**src/rtl/core/spr_exp_pkg.sv**
```systemverilog
package spr_exp_pkg;

    // entry height select codes (attr bits 7:6)
    localparam logic [1:0] HT_ONE    = 2'd0;
    localparam logic [1:0] HT_TWO    = 2'd1;
    localparam logic [1:0] HT_FOUR_A = 2'd2;
    localparam logic [1:0] HT_FOUR_B = 2'd3;

    // screen mirror pivot and piece height
    localparam logic [9:0] FLIP_PIVOT = 10'd240;
    localparam int         PIECE_SHIFT = 4;

    // controller to datapath commands
    typedef struct packed {
        logic load;
        logic step;
    } t_dp_cmd;

    // datapath to controller status
    typedef struct packed {
        logic k_zero;
    } t_dp_status;

endpackage

```
**src/rtl/core/spr_exp_dp.sv**
```systemverilog
module spr_exp_dp
    import spr_exp_pkg::*;
(
    input  logic        i_clk,
    input  logic        i_rst_n,
    input  t_dp_cmd     i_cmd,
    output t_dp_status  o_status,
    input  logic        i_cfg_we,
    input  logic        i_cfg_wdata,
    input  logic [7:0]  i_code_byte,
    input  logic [7:0]  i_attr_byte,
    input  logic [7:0]  i_y_byte,
    input  logic [7:0]  i_x_byte,
    input  logic        i_list_last,
    output logic [9:0]  o_tile_code,
    output logic [3:0]  o_palette_color,
    output logic signed [9:0] o_pos_x,
    output logic signed [9:0] o_pos_y,
    output logic        o_mirrored,
    output logic        o_last_piece,
    output logic        o_list_end
);

    logic       r_scr_flip;
    logic [8:0] r_base;
    logic [3:0] r_color;
    logic [9:0] r_sx;
    logic [9:0] r_sy;
    logic       r_lst;
    logic [1:0] r_k;

    logic [9:0] n_sx;
    logic [9:0] n_sy;
    logic [1:0] n_top;
    logic [9:0] w_k16;

    // configuration register
    always_ff @(posedge i_clk) begin
        if (!i_rst_n) begin
            r_scr_flip <= 1'b0;
        end else if (i_cfg_we) begin
            r_scr_flip <= i_cfg_wdata;
        end
    end

    // unpack entry: signed x, optional mirror, top piece offset
    always_comb begin
        n_sx = {{2{i_attr_byte[4]}}, i_x_byte};
        n_sy = {2'b00, i_y_byte};
        if (r_scr_flip) begin
            n_sx = FLIP_PIVOT - n_sx;
            n_sy = FLIP_PIVOT - n_sy;
        end
        case (i_attr_byte[7:6])
            HT_ONE:    n_top = 2'd0;
            HT_TWO:    n_top = 2'd1;
            HT_FOUR_A: n_top = 2'd3;
            HT_FOUR_B: n_top = 2'd3;
            default:   n_top = 2'd3;
        endcase
    end

    // entry registers and piece offset counter
    always_ff @(posedge i_clk) begin
        if (i_cmd.load) begin
            r_base  <= {i_code_byte[7], i_attr_byte[5], i_code_byte[6:0]};
            r_color <= i_attr_byte[3:0];
            r_sx    <= n_sx;
            r_sy    <= n_sy;
            r_lst   <= i_list_last;
            r_k     <= n_top;
        end else if (i_cmd.step) begin
            r_k <= r_k - 2'd1;
        end
    end

    // piece fields from current offset
    assign w_k16 = {4'b0000, r_k, {PIECE_SHIFT{1'b0}}};

    assign o_tile_code     = {1'b0, r_base} + {8'd0, r_k};
    assign o_palette_color = r_color;
    assign o_pos_x         = r_sx;
    assign o_pos_y         = r_scr_flip ? (r_sy - w_k16) : (r_sy + w_k16);
    assign o_mirrored      = r_scr_flip;
    assign o_last_piece    = (r_k == 2'd0);
    assign o_list_end      = (r_k == 2'd0) & r_lst;

    assign o_status.k_zero = (r_k == 2'd0);

endmodule

```
**src/rtl/core/spr_exp_ctrl.sv**
```systemverilog
module spr_exp_ctrl
    import spr_exp_pkg::*;
(
    input  logic       i_clk,
    input  logic       i_rst_n,
    input  logic       i_in_valid,
    output logic       o_in_ready,
    output logic       o_out_valid,
    input  logic       i_out_ready,
    input  t_dp_status i_status,
    output t_dp_cmd    o_cmd
);

    typedef enum logic {
        S_IDLE,
        S_EMIT
    } t_state;

    t_state r_state;
    logic   r_in_ready;
    logic   r_out_valid;

    logic w_in_xfer;
    logic w_out_xfer;

    assign w_in_xfer  = i_in_valid & r_in_ready;
    assign w_out_xfer = r_out_valid & i_out_ready;

    // datapath commands
    assign o_cmd.load = w_in_xfer;
    assign o_cmd.step = w_out_xfer & ~i_status.k_zero;

    // state and handshake outputs
    always_ff @(posedge i_clk) begin
        if (!i_rst_n) begin
            r_state     <= S_IDLE;
            r_in_ready  <= 1'b1;
            r_out_valid <= 1'b0;
        end else begin
            case (r_state)
                S_IDLE: begin
                    if (w_in_xfer) begin
                        r_state     <= S_EMIT;
                        r_in_ready  <= 1'b0;
                        r_out_valid <= 1'b1;
                    end
                end
                S_EMIT: begin
                    if (w_out_xfer && i_status.k_zero) begin
                        r_state     <= S_IDLE;
                        r_in_ready  <= 1'b1;
                        r_out_valid <= 1'b0;
                    end
                end
                default: begin
                    r_state     <= S_IDLE;
                    r_in_ready  <= 1'b1;
                    r_out_valid <= 1'b0;
                end
            endcase
        end
    end

    assign o_in_ready  = r_in_ready;
    assign o_out_valid = r_out_valid;

endmodule

```
**src/rtl/core/sprite_entry_expander.sv**
```systemverilog
// Sprite list entry expander.
// Input channel (i_in_valid / o_in_ready) takes one four-byte sprite entry
// plus a list-last flag per transfer. Output channel (o_out_valid /
// i_out_ready) gives one piece draw command per transfer: one, two or four
// pieces per entry, highest piece offset first, the final piece marked.
// i_cfg_we writes the screen flip bit from i_cfg_wdata; write it only while idle.
// Timing: the entry is registered at its transfer and its first piece is
// valid the next cycle. Pieces then leave one per cycle while the receiver
// takes them, the piece counter stepping down at each piece transfer.
// A new entry is taken only after the last piece of the current one has
// been transferred.
// When the receiver stalls, the current piece holds on the outputs and the
// piece counter waits.
// Reset (synchronous, active low) clears the screen flip bit, empties the
// block and raises o_in_ready.
module sprite_entry_expander
    import spr_exp_pkg::*;
(
    input  logic        i_clk,
    input  logic        i_rst_n,
    input  logic        i_cfg_we,
    input  logic        i_cfg_wdata,
    input  logic        i_in_valid,
    output logic        o_in_ready,
    input  logic [7:0]  i_code_byte,
    input  logic [7:0]  i_attr_byte,
    input  logic [7:0]  i_y_byte,
    input  logic [7:0]  i_x_byte,
    input  logic        i_list_last,
    output logic        o_out_valid,
    input  logic        i_out_ready,
    output logic [9:0]  o_tile_code,
    output logic [3:0]  o_palette_color,
    output logic signed [9:0] o_pos_x,
    output logic signed [9:0] o_pos_y,
    output logic        o_mirrored,
    output logic        o_last_piece,
    output logic        o_list_end
);

    t_dp_cmd    w_cmd;
    t_dp_status w_status;

    // sequencing of entry load and piece transfers
    spr_exp_ctrl u_ctrl (
        .i_clk       (i_clk),
        .i_rst_n     (i_rst_n),
        .i_in_valid  (i_in_valid),
        .o_in_ready  (o_in_ready),
        .o_out_valid (o_out_valid),
        .i_out_ready (i_out_ready),
        .i_status    (w_status),
        .o_cmd       (w_cmd)
    );

    // entry unpack, offset counter and piece fields
    spr_exp_dp u_dp (
        .i_clk           (i_clk),
        .i_rst_n         (i_rst_n),
        .i_cmd           (w_cmd),
        .o_status        (w_status),
        .i_cfg_we        (i_cfg_we),
        .i_cfg_wdata     (i_cfg_wdata),
        .i_code_byte     (i_code_byte),
        .i_attr_byte     (i_attr_byte),
        .i_y_byte        (i_y_byte),
        .i_x_byte        (i_x_byte),
        .i_list_last     (i_list_last),
        .o_tile_code     (o_tile_code),
        .o_palette_color (o_palette_color),
        .o_pos_x         (o_pos_x),
        .o_pos_y         (o_pos_y),
        .o_mirrored      (o_mirrored),
        .o_last_piece    (o_last_piece),
        .o_list_end      (o_list_end)
    );

endmodule
```
**config.mk**
```make
export PLATFORM = sky130hd
export DESIGN_NAME = sprite_entry_expander
export DESIGN_NICKNAME = d
export VERILOG_FILES = /design/src/rtl/core/spr_exp_pkg.sv /design/src/rtl/core/spr_exp_dp.sv /design/src/rtl/core/spr_exp_ctrl.sv /design/src/rtl/core/sprite_entry_expander.sv
export SDC_FILE = /design/constraint.sdc
export NUM_CORES = 1
export LEC_CHECK = 0
export ABC_AREA = 0
export CORE_ASPECT_RATIO = 0.9
export CORE_MARGIN = 4
export CORE_UTILIZATION = 40
export CTS_CLUSTER_SIZE = 24
export DETAILED_ROUTE_END_ITERATION = 10
export DONT_BUFFER_PORTS = 1
export PLACE_DENSITY_LB_ADDON = 0.1
export SLEW_MARGIN = 25
export SYNTH_ARGS = -nofsm -noshare
export SYNTH_HDL_FRONTEND = slang
export SYNTH_SLANG_ARGS = --single-unit
```
**constraint.sdc**
```tcl
create_clock -name i_clk -period 6 [get_ports i_clk]
set_input_delay 1.2 -clock i_clk [delete_from_list [all_inputs] [get_ports i_clk]]
set_output_delay 1.2 -clock i_clk [all_outputs]
set_load 0.02 [all_outputs]
```
# Word level (Yosys, flattened, before mapping)
# Index checks and enable logic that the tools add are counted.
# word_totals
in_bits,39
elab_cells,49
ff_bits,39
# classes
addsub,6
mux,15
n_eq_ne,5
n_reduce_logical,6
n_bitwise,6
# op_table
cell,n
10-bit 2-to-1 mux,2
10-bit by 6-bit adder with 10-bit output,1
9-bit by 2-bit adder with 10-bit output,1
10-bit by 6-bit subtractor with 10-bit output,1
9-bit by 9-bit subtractor with 10-bit output (first input constant),1
8-bit by 8-bit subtractor with 9-bit output (first input constant),1
8-bit 2-to-1 mux,1
1-bit 2-to-1 mux,6
1-bit one-hot mux with 2 select lines,3
2-bit one-hot mux with 3 select lines,1
1-bit bitwise AND,4
2-bit == test (second input constant),2
2-bit logical NOT,2
2-bit 2-to-1 mux,2
2-bit by 1-bit == test with 1-bit output (second input constant),1
2-bit by 1-bit != test with 1-bit output (second input constant),1
2-bit != test (second input constant),1
1-bit NOT,2
2-bit AND reduction,1
2-bit nonzero test,1
2-bit OR reduction,1
2-bit by 1-bit subtractor with 2-bit output (second input constant),1
1-bit logical AND,1

# Depth between registers and ports, before layout
# depth
word_depth,5
depth_mapped,8
ltp_nobuf,8

# Cells and area by module
# Synthesis repeated with hierarchy kept, for this count alone.
# unflattened
hier_cells,171
hier_area_um2,2065.7
# modules_own_cells
module,seq_area_each_um2,instances,area_per_inst_um2,cells_each
spr_exp_dp,1071.0,1,1924.3,156
spr_exp_ctrl,60.1,1,141.4,15

# Least setup slack after synthesis
# OpenSTA, ideal clock, no wires.
# synth_timing
path_type,flip-flop to output port
from,register u_dp.r_scr_flip (netlist: u_dp.o_mirrored)
to,output port o_pos_y[8]
stages_incl_launch_ff,7
slack_ns,2.676
path_buffers,1
t_arrival_ns,2.124
path_cell_list,dfxtp_1 > buf_2 > mux2_2 > fa_1 > nand2b_1 > a21oi_1 > xor2_1
# synth_between
elab_chain_cells,1
# synth_rtl
element,line,text
"start, declared",spr_exp_dp.sv:24,logic r_scr_flip;
"start signal, assigned",spr_exp_dp.sv:42,r_scr_flip <= i_cfg_wdata;
10-bit 2-to-1 mux,spr_exp_dp.sv:83,assign o_pos_y = r_scr_flip ? (r_sy - w_k16) : (r_sy + w_k16);
"end, declared",sprite_entry_expander.sv:35,"output logic signed [9:0] o_pos_y,"
# Every way passes these cells.

# Final worst setup path
# Ends and elaborated chain as after synthesis.

==> flow_summary.toml <==
[outcome]
status = "completed"

[pwr]
p_clk_frac = 0.256
swShare = 0.306
seqPwrFrac = 0.544
total_power_uw = 644
p_leak_uw = 0.000778
power.density_mw_per_mm2 = 300
power_frac_comb = 0.200
p_int_uw = 447
p_sw_uw = 197
ir_worst_vdd_mv = 0.129

[cts]
clockBufferDepth = 2
clk_latency_ps = 280
post-cts-setup-buffer-count = 0
cts_root_buf = "clkbuf_8"
post_cts_resize_count = 0
cts_hold_buf = 0
clock_sinks = 39
cts_tree = "built"
cts_made_buffers = 5
clkTransAtPathRegs_ps = 70
cts-htree-levels = 2

[yosys]
ys_seq_area_frac = 0.560
synth_edf_count = 35
synth.distinct_cells = 31
yosysWarnings = 0
ys_ff_latch = 39
avgSynthCellArea_um2 = 11.9
synth-main-ff-cell = "edfxtp_1"
syn_nets = 220
async_reset_ff_frac = 0
synth_area_mm2 = 0.00202
netlist_instances = 169

[setup_path]
cp.arrival_ps = 2790
cp_top_family = "flip-flops"
crit_chain = "mux2_2 > fa_1 > nand2b_1 > a21oi_1 > xor2_1"
crit_type = "flop to primary output"
start_kind = "flop"
critical_path_buf_inv_count = 0
cpPeakStageDelay_ps = 900
crit_path_end_kind = "primary output"
path_max_fanout = 23
cpMaxStageDelayCell = "dfxtp_1"
required_ps = 4800

[layout]
syn2layout_area_growth_pct = 6.44
final_cell_mix = "edfxtp_1, xnor2_1, inv_1, nand2_1, o21ai_0"
multiInputGateArea_um2 = 792
final_nets = 222
diodes = 0
register_area_mm2 = 0.00113
fillers = 480
final_common_cell = "edfxtp_1"
drive_above_1_share = 0.0640

[sta]
fin_crit_ps = 3990
fmax_mhz = 251
final_hold_viol_count = 0
finalSetupViolations = 0
worst_pin_slew_ps = 882
relSlewSlack = 0.412
fin_tns_setup_ps = 0
finalMaxSlewViolations = 0
final.period_utilization = 0.665
clock_skew_ps = 2.44
rsz0062_at_grt = "no"

[hold_path]
hold_class = "flop to flop"

[floorplanning]
start_util = 0.415
dieArea_mm2 = 0.00625
fp.dieW_um = 82.9
rows = 24
core_area_mm2 = 0.00486
die_y_um = 75.4
io_pins = 78

[route]
vias = 1211
ant_nets = 0
drt_wl_total_um = 3940
drc = 0
drtIter0Drc = 51
wl_per_cell_um = 16.6
vias_per_cell = 5.11
drtPass1Iterations = 4

[global_route]
antenna_found_initial = 0
grt_pass1_vias = 1250
grt_max_degree = 24
grt_pass1_wl_um = 6140
overflow = 0
track_usage = 0.127

[placed_design]
port_buffers = 0
post-dp-hpwl_um = 3120
gp_congestion = 0.761

[flow_run]
cap_viol_max_count = 0
-- Yosys cell counts, types with 6 or more instances --
master	instances	area, µm²
a21oi_1	6	30.0
edfxtp_1	35	1050
ha_1	10	125
inv_1	15	56.3
nand2_1	14	52.6
nor2_1	7	26.3
o21ai_0	12	60.1
xnor2_1	19	166
-- path summary, 6_finish.rpt --
check             depth (start not counted)  slack [ps]                      startpoint                   endpoint
hold / removal                            1         550       u_ctrl.r_state$_SDFF_PN0_  u_ctrl.r_state$_SDFF_PN0_
hold reg to reg                           1         550       u_ctrl.r_state$_SDFF_PN0_  u_ctrl.r_state$_SDFF_PN0_
setup reg to reg                          5        4080  u_ctrl.o_in_ready$_SDFFE_PN1P_  u_ctrl.r_state$_SDFF_PN0_
setup / recovery                          5        2010    u_dp.o_mirrored$_SDFFE_PN0P_                 o_pos_y[8]
-- stage by stage --
| stage | util | cells | hold slack [ps] | worst slack [ps] | instance area, µm² |
|---|---|---|---|---|---|
| after CTS | 0.442 | 237 | 559 | 1960 | 2150 |
| after global placement | 0.425 | 229 | 497 | 2350 | 2070 |
| after floorplan | - | 169 | 486 | 2680 | 2020 |
| after global routing | 0.442 | 237 | 602 | 1840 | 2150 |
| final | 0.442 | 237 | 554 | 2010 | 2150 |
| after detailed placement | 0.425 | 229 | 541 | 2290 | 2070 |
-- per-layer routing --
metal,global-route usage,wire (µm),share of wire,vias to the layer above
li1,-,-,-,595
met1,0.142,1540,0.39,570
met2,0.207,1970,0.50,41
met3,0.0735,388,0.099,5
met4,0.0436,31,0.0079,0
met5,0,0,0,-
-- registers in the layout, summed over array words and instances (netlist names) --
signal / flops
u_ctrl.r_state: 1
u_dp.r_k: 2
u_dp.o_pos_x: 10
u_dp.r_lst: 1
u_dp.o_mirrored: 1
u_ctrl.o_in_ready: 1
u_dp.r_base: 9
u_dp.o_palette_color: 4
u_ctrl.o_out_valid: 1
u_dp.r_sy: 9
-- power groups by stage --
stage                     Clock, µW  Sequential (µW)  Combinational [µW]
after floorplan                   0              348                 117
after global placement            0              356                 126
after CTS                       171              351                 131
final                           165              350                 129
after global routing            186              353                 144
after detailed placement          0              357                 130
-- cell families (layout without fill, tap and decap cells) --
kind of cell | after synthesis | in the layout | synth area share
AND/OR/NAND/NOR | 46 | 46 | 0.123
flip-flops | 39 | 39 | 0.560
AO/OA/AOI/OAI | 25 | 25 | 0.0719
XOR/XNOR | 23 | 23 | 0.0998
buffers and inverters | 21 | 24 | 0.0477
adder cells (fa/ha/maj) | 12 | 12 | 0.0818
multiplexers | 3 | 3 | 0.0161
-- area by class of cell --
cell class                 count  area share
timing repair buffer           1     0.00349
sequential                    39       0.526
tap                           65      0.0378
inverter                      15      0.0262
clock buffer                   7      0.0355
multi-input combinational    109       0.368
clock inverter                 1     0.00233
-- worst register-to-register path: stages (launching register included) --
cell and delay, ps:
dfxtp_1 520, nand2_1 200, inv_1 440, buf_4 390, o21ai_0 130, a41oi_1 170
(Power assumes the default switching activity.)
